--- src/sv/mlsf_pkg.sv ---
// ----------------------------------------------------------------------------
// MAC learning switch forwarder package
// Transaction types, action and register codes and sequencer states shared by
// the forwarder and its address table.
// ----------------------------------------------------------------------------
package mlsf_pkg;

    localparam int MAC_W  = 48;
    localparam int PORT_W = 4;
    localparam int MASK_W = 16;
    localparam int CFG_W  = 48;

    localparam logic [1:0] ACT_LOCAL   = 2'd0;
    localparam logic [1:0] ACT_FORWARD = 2'd1;
    localparam logic [1:0] ACT_FLOOD   = 2'd2;

    localparam logic [1:0] CFG_OWN_MAC   = 2'd0;
    localparam logic [1:0] CFG_PORT_CNT  = 2'd1;
    localparam logic [1:0] CFG_CONNECTED = 2'd2;

    localparam logic [4:0] PORT_CNT_RST = 5'd16;

    typedef struct packed {
        logic [MAC_W-1:0]  src_mac;
        logic [MAC_W-1:0]  dst_mac;
        logic [PORT_W-1:0] ingress_port;
    } t_in_item;

    typedef struct packed {
        logic [1:0]        action;
        logic [PORT_W-1:0] egress_port;
        logic [MASK_W-1:0] flood_mask;
        logic              learned;
        logic              table_full;
    } t_out_item;

    typedef struct packed {
        logic [MAC_W-1:0]  mac;
        logic [PORT_W-1:0] port;
    } t_entry;

    typedef enum logic [1:0] {
        ST_IDLE,
        ST_WALK,
        ST_DECIDE
    } t_state;

endpackage

--- src/sv/mac_learning_switch_forwarder.sv ---
// ----------------------------------------------------------------------------
// MAC learning switch forwarder
// Makes one forwarding decision per frame header, learning source addresses
// into a fixed table that is walked entry by entry.
// ----------------------------------------------------------------------------
// Usage:
// Frame headers arrive on the input channel (i_in_valid, o_in_stall, i_in_data)
// and one decision per header leaves on the output channel (o_out_valid,
// i_out_stall, o_out_data). A transaction moves at an edge with valid high and
// stall low. Configuration writes use i_cfg_valid/o_cfg_ready, with the
// register index on i_cfg_index and the value on i_cfg_data; o_cfg_ready is
// always high. The user makes writes only while the block is idle; the block
// itself does not enforce this. A header is matched against the learned
// entries (at most TABLE_DEPTH): the table is read one entry per cycle through
// its single read port, each entry read is compared in the cycle after, the
// walk ends once no read or compare is pending, and the decision is registered
// in ST_DECIDE once the output is free. With an empty table the walk ends at
// once, and frames for the own address skip the walk. o_in_stall stays high
// until the result is registered, so the next header is accepted in the cycle
// after that at the earliest. A finished result waits in the output register;
// if the receiver still stalls the previous result, the next decision holds.
// Reset empties the table at once through its entry count and sets the
// registers to own address 0, sixteen ports in use and no ports connected.
// ----------------------------------------------------------------------------
module mac_learning_switch_forwarder #(
    parameter int TABLE_DEPTH = 64,
    parameter int PORT_MAX    = 16
) (
    input  logic                       i_clk,
    input  logic                       i_rst_n,
    input  logic                       i_in_valid,
    output logic                       o_in_stall,
    input  mlsf_pkg::t_in_item         i_in_data,
    output logic                       o_out_valid,
    input  logic                       i_out_stall,
    output mlsf_pkg::t_out_item        o_out_data,
    input  logic                       i_cfg_valid,
    output logic                       o_cfg_ready,
    input  logic [1:0]                 i_cfg_index,
    input  logic [mlsf_pkg::CFG_W-1:0] i_cfg_data
);
    import mlsf_pkg::*;

    localparam int AW = $clog2(TABLE_DEPTH);
    localparam int CW = $clog2(TABLE_DEPTH + 1);

    t_state            r_state, n_state;
    t_in_item          r_item, n_item;
    logic              r_local, n_local;
    logic              r_same, n_same;
    logic [CW-1:0]     r_rd_idx, n_rd_idx;
    logic              r_cmp_vld, n_cmp_vld;
    logic              r_src_hit, n_src_hit;
    logic              r_dst_hit, n_dst_hit;
    logic [PORT_W-1:0] r_dst_port, n_dst_port;
    logic [CW-1:0]     r_entry_count, n_entry_count;
    logic              r_out_valid, n_out_valid;
    t_out_item         r_out_data, n_out_data;
    logic [MAC_W-1:0]  r_own_mac, n_own_mac;
    logic [4:0]        r_port_count, n_port_count;
    logic [MASK_W-1:0] r_connected, n_connected;

    logic              rd_en;
    logic              wr_en;
    t_entry            wr_entry;
    t_entry            rd_entry;
    logic              room;
    logic              learn;
    logic [MASK_W-1:0] in_use;
    logic [MASK_W-1:0] flood;

    mlsf_table #(
        .DEPTH (TABLE_DEPTH),
        .AW    (AW)
    ) u_table (
        .i_clk      (i_clk),
        .i_wr_en    (wr_en),
        .i_wr_addr  (r_entry_count[AW-1:0]),
        .i_wr_entry (wr_entry),
        .i_rd_en    (rd_en),
        .i_rd_addr  (r_rd_idx[AW-1:0]),
        .o_rd_entry (rd_entry)
    );

    always_comb begin
        for (int b = 0; b < MASK_W; b++) begin
            in_use[b] = (b < int'(r_port_count)) && (b < PORT_MAX);
        end
    end

    assign flood    = r_connected & in_use & ~(MASK_W'(1) << r_item.ingress_port);
    assign room     = r_entry_count < CW'(TABLE_DEPTH);
    assign learn    = !r_local && !r_src_hit && room;
    assign wr_entry = '{mac: r_item.src_mac, port: r_item.ingress_port};

    always_comb begin
        n_state       = r_state;
        n_item        = r_item;
        n_local       = r_local;
        n_same        = r_same;
        n_rd_idx      = r_rd_idx;
        n_cmp_vld     = r_cmp_vld;
        n_src_hit     = r_src_hit;
        n_dst_hit     = r_dst_hit;
        n_dst_port    = r_dst_port;
        n_entry_count = r_entry_count;
        n_out_valid   = r_out_valid;
        n_out_data    = r_out_data;
        n_own_mac     = r_own_mac;
        n_port_count  = r_port_count;
        n_connected   = r_connected;
        rd_en         = 1'b0;
        wr_en         = 1'b0;

        if (r_out_valid && !i_out_stall) begin
            n_out_valid = 1'b0;
        end

        unique case (r_state)
            ST_IDLE: begin
                if (i_in_valid) begin
                    n_item     = i_in_data;
                    n_local    = i_in_data.dst_mac == r_own_mac;
                    n_same     = i_in_data.dst_mac == i_in_data.src_mac;
                    n_rd_idx   = '0;
                    n_cmp_vld  = 1'b0;
                    n_src_hit  = 1'b0;
                    n_dst_hit  = 1'b0;
                    n_dst_port = '0;
                    n_state    = (i_in_data.dst_mac == r_own_mac) ? ST_DECIDE : ST_WALK;
                end
            end
            ST_WALK: begin
                rd_en     = r_rd_idx < r_entry_count;
                n_cmp_vld = rd_en;
                if (rd_en) begin
                    n_rd_idx = r_rd_idx + CW'(1);
                end
                if (r_cmp_vld) begin
                    if (rd_entry.mac == r_item.src_mac) begin
                        n_src_hit = 1'b1;
                    end
                    if (rd_entry.mac == r_item.dst_mac && !r_dst_hit) begin
                        n_dst_hit  = 1'b1;
                        n_dst_port = rd_entry.port;
                    end
                end
                if (!rd_en && !r_cmp_vld) begin
                    n_state = ST_DECIDE;
                end
            end
            ST_DECIDE: begin
                if (!r_out_valid || !i_out_stall) begin
                    n_out_valid = 1'b1;
                    n_out_data  = '0;
                    if (!r_local) begin
                        n_out_data.learned    = learn;
                        n_out_data.table_full = !r_src_hit && !room;
                        if (r_dst_hit) begin
                            n_out_data.action      = ACT_FORWARD;
                            n_out_data.egress_port = r_dst_port;
                        end else if (learn && r_same) begin
                            n_out_data.action      = ACT_FORWARD;
                            n_out_data.egress_port = r_item.ingress_port;
                        end else begin
                            n_out_data.action     = ACT_FLOOD;
                            n_out_data.flood_mask = flood;
                        end
                    end else begin
                        n_out_data.action = ACT_LOCAL;
                    end
                    wr_en = learn;
                    if (learn) begin
                        n_entry_count = r_entry_count + CW'(1);
                    end
                    n_state = ST_IDLE;
                end
            end
            default: begin
                n_state = ST_IDLE;
            end
        endcase

        if (i_cfg_valid) begin
            unique case (i_cfg_index)
                CFG_OWN_MAC:   n_own_mac    = i_cfg_data[MAC_W-1:0];
                CFG_PORT_CNT:  n_port_count = i_cfg_data[4:0];
                CFG_CONNECTED: n_connected  = i_cfg_data[MASK_W-1:0];
                default:       n_own_mac    = r_own_mac;
            endcase
        end
    end

    always_ff @(posedge i_clk) begin
        if (!i_rst_n) begin
            r_state       <= ST_IDLE;
            r_rd_idx      <= '0;
            r_cmp_vld     <= 1'b0;
            r_entry_count <= '0;
            r_out_valid   <= 1'b0;
            r_own_mac     <= '0;
            r_port_count  <= PORT_CNT_RST;
            r_connected   <= '0;
        end else begin
            r_state       <= n_state;
            r_rd_idx      <= n_rd_idx;
            r_cmp_vld     <= n_cmp_vld;
            r_entry_count <= n_entry_count;
            r_out_valid   <= n_out_valid;
            r_own_mac     <= n_own_mac;
            r_port_count  <= n_port_count;
            r_connected   <= n_connected;
        end
    end

    always_ff @(posedge i_clk) begin
        r_item     <= n_item;
        r_local    <= n_local;
        r_same     <= n_same;
        r_src_hit  <= n_src_hit;
        r_dst_hit  <= n_dst_hit;
        r_dst_port <= n_dst_port;
        r_out_data <= n_out_data;
    end

    assign o_in_stall  = r_state != ST_IDLE;
    assign o_out_valid = r_out_valid;
    assign o_out_data  = r_out_data;
    assign o_cfg_ready = 1'b1;

`ifndef SYNTHESIS
    a_count_bound: assert property (@(posedge i_clk) disable iff (!i_rst_n)
        r_entry_count <= CW'(TABLE_DEPTH))
        else $error("Entry count exceeds the table depth.");

    a_full_only_when_full: assert property (@(posedge i_clk) disable iff (!i_rst_n)
        (o_out_valid && o_out_data.table_full) |-> (r_entry_count == CW'(TABLE_DEPTH)))
        else $error("Table full reported while the table has room.");

    a_learn_excl_full: assert property (@(posedge i_clk) disable iff (!i_rst_n)
        o_out_valid |-> !(o_out_data.learned && o_out_data.table_full))
        else $error("Learned and table full reported together.");

    a_learn_grows: assert property (@(posedge i_clk) disable iff (!i_rst_n)
        (wr_en && r_state == ST_DECIDE) |=> (r_entry_count == $past(r_entry_count) + CW'(1)))
        else $error("Learning did not advance the entry count.");
`endif

endmodule

--- src/sv/mlsf_table.sv ---
// ----------------------------------------------------------------------------
// MAC learning switch address table
// Single write port, single registered read port memory of learned entries.
// ----------------------------------------------------------------------------
module mlsf_table #(
    parameter int DEPTH = 64,
    parameter int AW    = 6
) (
    input  logic            i_clk,
    input  logic            i_wr_en,
    input  logic [AW-1:0]   i_wr_addr,
    input  mlsf_pkg::t_entry i_wr_entry,
    input  logic            i_rd_en,
    input  logic [AW-1:0]   i_rd_addr,
    output mlsf_pkg::t_entry o_rd_entry
);
    import mlsf_pkg::*;

    t_entry r_mem [DEPTH];
    t_entry r_rd_entry;

    always_ff @(posedge i_clk) begin
        if (i_wr_en) begin
            r_mem[i_wr_addr] <= i_wr_entry;
        end
    end

    always_ff @(posedge i_clk) begin
        if (i_rd_en) begin
            r_rd_entry <= r_mem[i_rd_addr];
        end
    end

    assign o_rd_entry = r_rd_entry;

endmodule
--- config.mk ---
export PLATFORM = sky130hd
export DESIGN_NAME = mac_learning_switch_forwarder
export DESIGN_NICKNAME = d
export VERILOG_FILES = /design/src/sv/mlsf_pkg.sv /design/src/sv/mac_learning_switch_forwarder.sv /design/src/sv/mlsf_table.sv
export SDC_FILE = /design/constraint.sdc
export NUM_CORES = 2
export LEC_CHECK = 0
export BUFFER_PORTS_ARGS = -buffer_cell sky130_fd_sc_hd__buf_2
export CAP_MARGIN = 20
export CORE_ASPECT_RATIO = 0.7
export CORE_MARGIN = 2
export CORE_UTILIZATION = 45
export DETAILED_ROUTE_END_ITERATION = 7
export PLACE_DENSITY = 0.64
export SYNTH_ARGS = -nofsm -noshare
export SYNTH_HDL_FRONTEND = slang
export SYNTH_SLANG_ARGS = --single-unit
export TNS_END_PERCENT = 30
--- constraint.sdc ---
create_clock -name i_clk -period 8.2 [get_ports i_clk]
set_input_delay 0.82 -clock i_clk [delete_from_list [all_inputs] [get_ports i_clk]]
set_output_delay 0.82 -clock i_clk [all_outputs]
set_load 0.02 [all_outputs]
Word-level counts from Yosys, hierarchy flattened:

Memories as Yosys holds them, arrays and structs flattened. A register that Yosys moved wholly into a read port is not among the register bits.
Cells that the tools add are included.

* register bits: 219
* RAM bits: 3328
* bits of input ports: 155
* output and inout port bits: 27
* word-level logic and storage cells: 126
* memories kept: 1

* $add $sub $neg: 2
* magnitude comparators: 18
* eq/ne operators: 15
* shifts and indexed selects: 1
* muxes and demuxes: 31
* bitwise gates (word level): 3
* reduce and logical (&&, ||, !) cells: 33

Memory list
* u_table.r_mem: words 64, width 52, read ports 1, clocked after memory_dff 1, wr ports 1, line mlsf_table.sv:19 `t_entry r_mem [DEPTH];`

Operator list (count)
* $eq 48x48->1: 4
* $lt 4x5->1 const A: 8
* $and 16x16->16: 2
* $lt 3x5->1 const A: 4
* $mux 4: 4
* $not 16->16: 1
* $shl 1x4->16 const A: 1
* $add 7x1->7 const B: 2
* $mux 7: 2
* $ne 2x2->1 const B: 7
* $pmux 7 s2: 1
* $mux 1: 13
* $reduce_and 2->1: 6
* $lt 1x5->1 const A: 2
* $lt 2x5->1 const A: 2
* $mux 2: 5
* $reduce_and 3->1: 3
* $logic_not 1->1: 8
* $pmux 4 s2: 1
* $reduce_and 4->1: 2
* $logic_and 1x1->1: 7
* $lt 7x7->1: 1
* $lt 7x7->1 const B: 1
* $pmux 1 s2: 3
* 9 further kinds: 13

Depth between registers and ports, before layout:

* depth after elaboration: 7
* gate-level depth with buffers: 12
* mapped depth without buffers: 8

Modules after synthesis:

A second synthesis with hierarchy kept.

* cell total of the unflattened synthesis: 6306
* area total of the unflattened synthesis: 137554.4 um^2

By module, submodules not included
* mlsf_table: times used 1, cells an instance 5410, area each 127444.7 um^2, sequential area each 101497.3 um^2
* mac_learning_switch_forwarder: times used 1, cells an instance 896, area each 10109.7 um^2, sequential area each 5705.5 um^2

Least setup slack after synthesis:

No wires, ideal clock.

* path kind: input to register
* start point: in i_in_valid
* end point: reg r_dst_hit, enable pin
* library setup time: 357 ps
* arrival: 4538 ps
* data required time: 7843 ps
* slack: 3305 ps
* cell stages on the path: 5
* path buffers: 1
* cell sequence: nand2_1 inv_1 clkbuf_1 a21oi_1 a21oi_1

* longest elaborated chain between the ends: 2

RTL lines
* from (decl): line mac_learning_switch_forwarder.sv:31 `input logic i_in_valid,`
* $ne 2x2->1 (no line)
* $reduce_and 4->1 (no line)
* to (signal assigned): line mac_learning_switch_forwarder.sv:221 `r_dst_hit <= n_dst_hit;`
* to (decl): line mac_learning_switch_forwarder.sv:54 `logic r_dst_hit, n_dst_hit;`

No other way between the ends.
A chain may end at the register's enable or synchronous reset.

Final worst setup path:

* start point: reg r_src_hit
* end point: mem u_table.r_mem[54][34] (netlist bit), enable pin

* longest elaborated chain between the ends: 7

RTL lines
* from (decl): line mac_learning_switch_forwarder.sv:53 `logic r_src_hit, n_src_hit;`
* from (signal assigned): line mac_learning_switch_forwarder.sv:220 `r_src_hit <= n_src_hit;`
* $logic_not 1->1: line mac_learning_switch_forwarder.sv:93 `assign learn = !r_local && !r_src_hit && room;`
* $logic_and 1x1->1 (2 in a row): line mac_learning_switch_forwarder.sv:93
* $mux 1: line mac_learning_switch_forwarder.sv:153 `if (!r_out_valid || !i_out_stall) begin`
* $mux 1: line mac_learning_switch_forwarder.sv:119 `unique case (r_state)`
* $mux 1: line mlsf_table.sv:23 `if (i_wr_en) begin`
* $mux 1 (implied by the code): line mlsf_table.sv:24 `r_mem[i_wr_addr] <= i_wr_entry;`
* to (decl): line mlsf_table.sv:19

No other way between the ends.

==> impl_metrics.env <==
export IMPL_skew_ns=0.0584
export IMPL_clkSinkCount=3599
export IMPL_period_share_pct=57.0
export IMPL_reg2reg_to="u_table.r_mem[54][34]$_DFFE_PP_"
export IMPL_setup_worst_path_end_class="flop"
export IMPL_io_pins=182
export IMPL_slew_headroom_pct=22.2
export IMPL_layout_common_cells="3512 x edfxtp_1, 802 x mux4_2, 335 x clkbuf_16, 209 x nand2_1, 195 x a22oi_1"
export IMPL_slew_violations=0
export IMPL_synth_top_cell_area_share_pct=76.6
export IMPL_syn2layout_area_growth_pct=12.5
export IMPL_cts_resized=0
export IMPL_met1_usage_pct=37.7
export IMPL_r2r_cells=6
export IMPL_holdPathStages=1
export IMPL_grt_pass1_wl_um=535000
export IMPL_synth_avg_cell_area_sq_um=21.8
export IMPL_p_leak_uw=0.0466
export IMPL_cts_buffers=329
export IMPL_final_common_cell="edfxtp_1"
export IMPL_hp_start="i_in_data[2]"
export IMPL_synth_edf_count=3512
export IMPL_htreeDepth=5
export IMPL_rsz0062_at_grt="false"
export IMPL_grt_max_degree=119
export IMPL_cp_start_kind="flop"
export IMPL_antenna_found_initial=40
export IMPL_die_h_um=467
export IMPL_whs_endpoint="r_item[2]$_DFFE_PP_"
export IMPL_place_gp_congestion=0.918
export IMPL_critPathTopFamily="simple AND/OR/NAND/NOR gates"
export IMPL_drt_iter0_drc=11800
export IMPL_tightest_slew_ns=1.17
export IMPL_path_max_fanout=27
export IMPL_postCtsSetupRepairBufs=0
export IMPL_drive_gt1_share_pct=25.7
export IMPL_vdd_ir_drop_max_v=0.000167
export IMPL_initial_core_util_pct=45.3
export IMPL_track_usage_pct=24.5
export IMPL_synth_area_leaders="edfxtp_1 77%, mux4_2 13%, dfxtp_1 1.3%, a22oi_1 1.1%, mux2i_1 0.82%"
export IMPL_power_density_mw_per_mm2=235
export IMPL_routed_wl_um=387000
export IMPL_drc=0
export IMPL_syn_nets=6477
export IMPL_first_pass_iters=5
export IMPL_min_path_type="primary input to flop"
export IMPL_cts_tree="built"
export IMPL_die_w_um=665
export IMPL_hold_buffers=0
export IMPL_nets=6855
export IMPL_crit_type="flop to flop"
export IMPL_async_flop_share_pct=0
export IMPL_hpwl_um=222000
export IMPL_fillers=23600
export IMPL_synthCells=6314
export IMPL_globalRoute_busiestLayer="met1"
export IMPL_die_area_sq_mm=0.310
export IMPL_met2_usage_pct=34.6
export IMPL_row_count=169
export IMPL_yosysSeqAreaShare_pct=77.9
export IMPL_maxCapViolCount=0
export IMPL_reg2reg_from="r_src_hit$_DFFE_PP_"
export IMPL_clk_pin_slew_ns=0.07
export IMPL_critPathMaxStageDelay_ns=1.06
export IMPL_grtUsageMet3_pct=6.89
export IMPL_crit_start="r_src_hit$_DFFE_PP_"
export IMPL_overflow=0
export IMPL_hold_violations=0
export IMPL_post_drt_wl_per_cell_um=35.2
export IMPL_setup_viol=0
export IMPL_grt_pass1_vias=67700
export IMPL_fin_setup_tns_ns=0
export IMPL_path_cells="nor3_1 > and4b_1 > nor2b_1 > nand3_1 > nor2_4 > buf_4"
export IMPL_worstPathArrival_ns=5.20
export IMPL_synth_ff_type="edfxtp_1"
export IMPL_fmax_mhz=214
export IMPL_netlist_area_sq_mm=0.138
export IMPL_period_needed_ns=4.68
export IMPL_crit_slowest_cell="nor2_4"
export IMPL_cts_root_buffer="clkbuf_16"
export IMPL_cp_buffers_inverters=1
export IMPL_yosys_area_top_type="edfxtp_1"
export IMPL_detail_route_antenna_nets=0
export IMPL_clk_path_buf_depth=4
export IMPL_num_vias=70300
export IMPL_status="completed"
export IMPL_synth_cell_type_count=54
export IMPL_core_sq_mm=0.304
export IMPL_cp_data_required_time_ns=8.72
export IMPL_portBuffers=180
export IMPL_viasPerCell=6.40
export IMPL_ys_warnings_count=0
export IMPL_reg2reg_slack_ns=3.52
export IMPL_clock_insertion_delay_worst_skew_ns=0.91
export IMPL_synth_seq_cells=3599
export IMPL_finalPower_uw=36400
## worst max-delay path by stage
stage	endpoint	slack, ns	depth (start not counted)
after CTS	u_table.o_rd_entry[2]$_DFFE_PP_	3.43	7
after global routing	u_table.o_rd_entry[2]$_DFFE_PP_	3.33	7
after global placement	u_table.o_rd_entry[2]$_DFFE_PP_	3.46	7
final	u_table.r_mem[54][34]$_DFFE_PP_	3.52	6
after floorplan	r_dst_hit$_DFFE_PP_	3.31	5
after detailed placement	u_table.r_mem[54][1]$_DFFE_PP_	3.41	7
## synth_stat cells, drive strengths merged (41+ instances only)
| cell type | number |
|---|---|
| edfxtp | 3512 |
| mux4 | 802 |
| nand2 | 211 |
| a22oi | 195 |
| buf | 182 |
| clkbuf | 162 |
| xor2 | 124 |
| nor2 | 123 |
| mux2i | 113 |
| dfxtp | 87 |
| a21oi | 83 |
| a22o | 74 |
| xnor2 | 74 |
| a21boi | 67 |
| o21ai | 67 |
| o22ai | 46 |
| mux2 | 43 |
| a221oi | 41 |
## state kept, by name, indices dropped and copies added (netlist names)
register / cells
r_state: 2
u_table.r_mem: 3328
r_same: 1
r_item: 100
r_entry_count: 7
r_cmp_vld: 1
r_local: 1
r_rd_idx: 7
r_connected: 16
r_dst_port: 4
r_own_mac: 48
o_out_data: 24
r_dst_hit: 1
u_table.o_rd_entry: 52
o_out_valid: 1
r_port_count: 5
r_src_hit: 1
## final cells by class
| class | count | area, sq um | share of cell area [%] |
|---|---|---|---|
| Multi-Input combinational cell | 2354 | 29300 | 18.9 |
| Sequential cell | 3599 | 107000 | 69.2 |
| Clock inverter | 196 | 1890 | 1.22 |
| Clock buffer | 399 | 8650 | 5.58 |
| Timing Repair Buffer | 391 | 2700 | 1.74 |
| Inverter | 17 | 68.8 | 0.0444 |
| Tap cell | 4018 | 5030 | 3.25 |
| Antenna cell | 11 | 27.5 | 0.0178 |
## cells by family (layout without fill, tap and decap cells)
kind of cell / Yosys count / after routing / synth area share [%]
multiplexers: 958 / 958 / 14.3
AO/OA/AOI/OAI: 667 / 667 / 3.49
AND/OR/NAND/NOR: 522 / 522 / 1.73
XOR/XNOR: 198 / 198 / 1.26
other: 1 / 12 / 0.00272
buffers and inverters: 361 / 1003 / 1.27
flip-flops: 3599 / 3599 / 77.9
adder cells (fa/ha/maj): 8 / 8 / 0.0727
## power breakdown
part | internal [uW] | switching (uW)
clock network | 8560 | 6780
registers | 20300 | 35.5
logic | 127 | 593
total | 29000 | 7410
## through the flow
step | hold WS (ns) | area (sq um) | setup slack [ns] | util, % | cells
final | 0.122 | 155000 | 3.52 | 51.0 | 11000
after CTS | 0.0577 | 155000 | 3.43 | 51.0 | 11000
after floorplan | 0.440 | 138000 | 3.31 | - | 6314
after global placement | 0.463 | 144000 | 3.46 | 47.5 | 10400
after global routing | 0.0874 | 155000 | 3.33 | 51.0 | 11000
after detailed placement | 0.467 | 144000 | 3.41 | 47.5 | 10400
## per-layer routing
layer,vias to the layer above,part of all wire [%]
met1,37600,41
met5,-,0.012
li1,27300,-
met2,4819,43
met4,8,2.6
met3,537,14
Power figures use the tool's default switching activity.
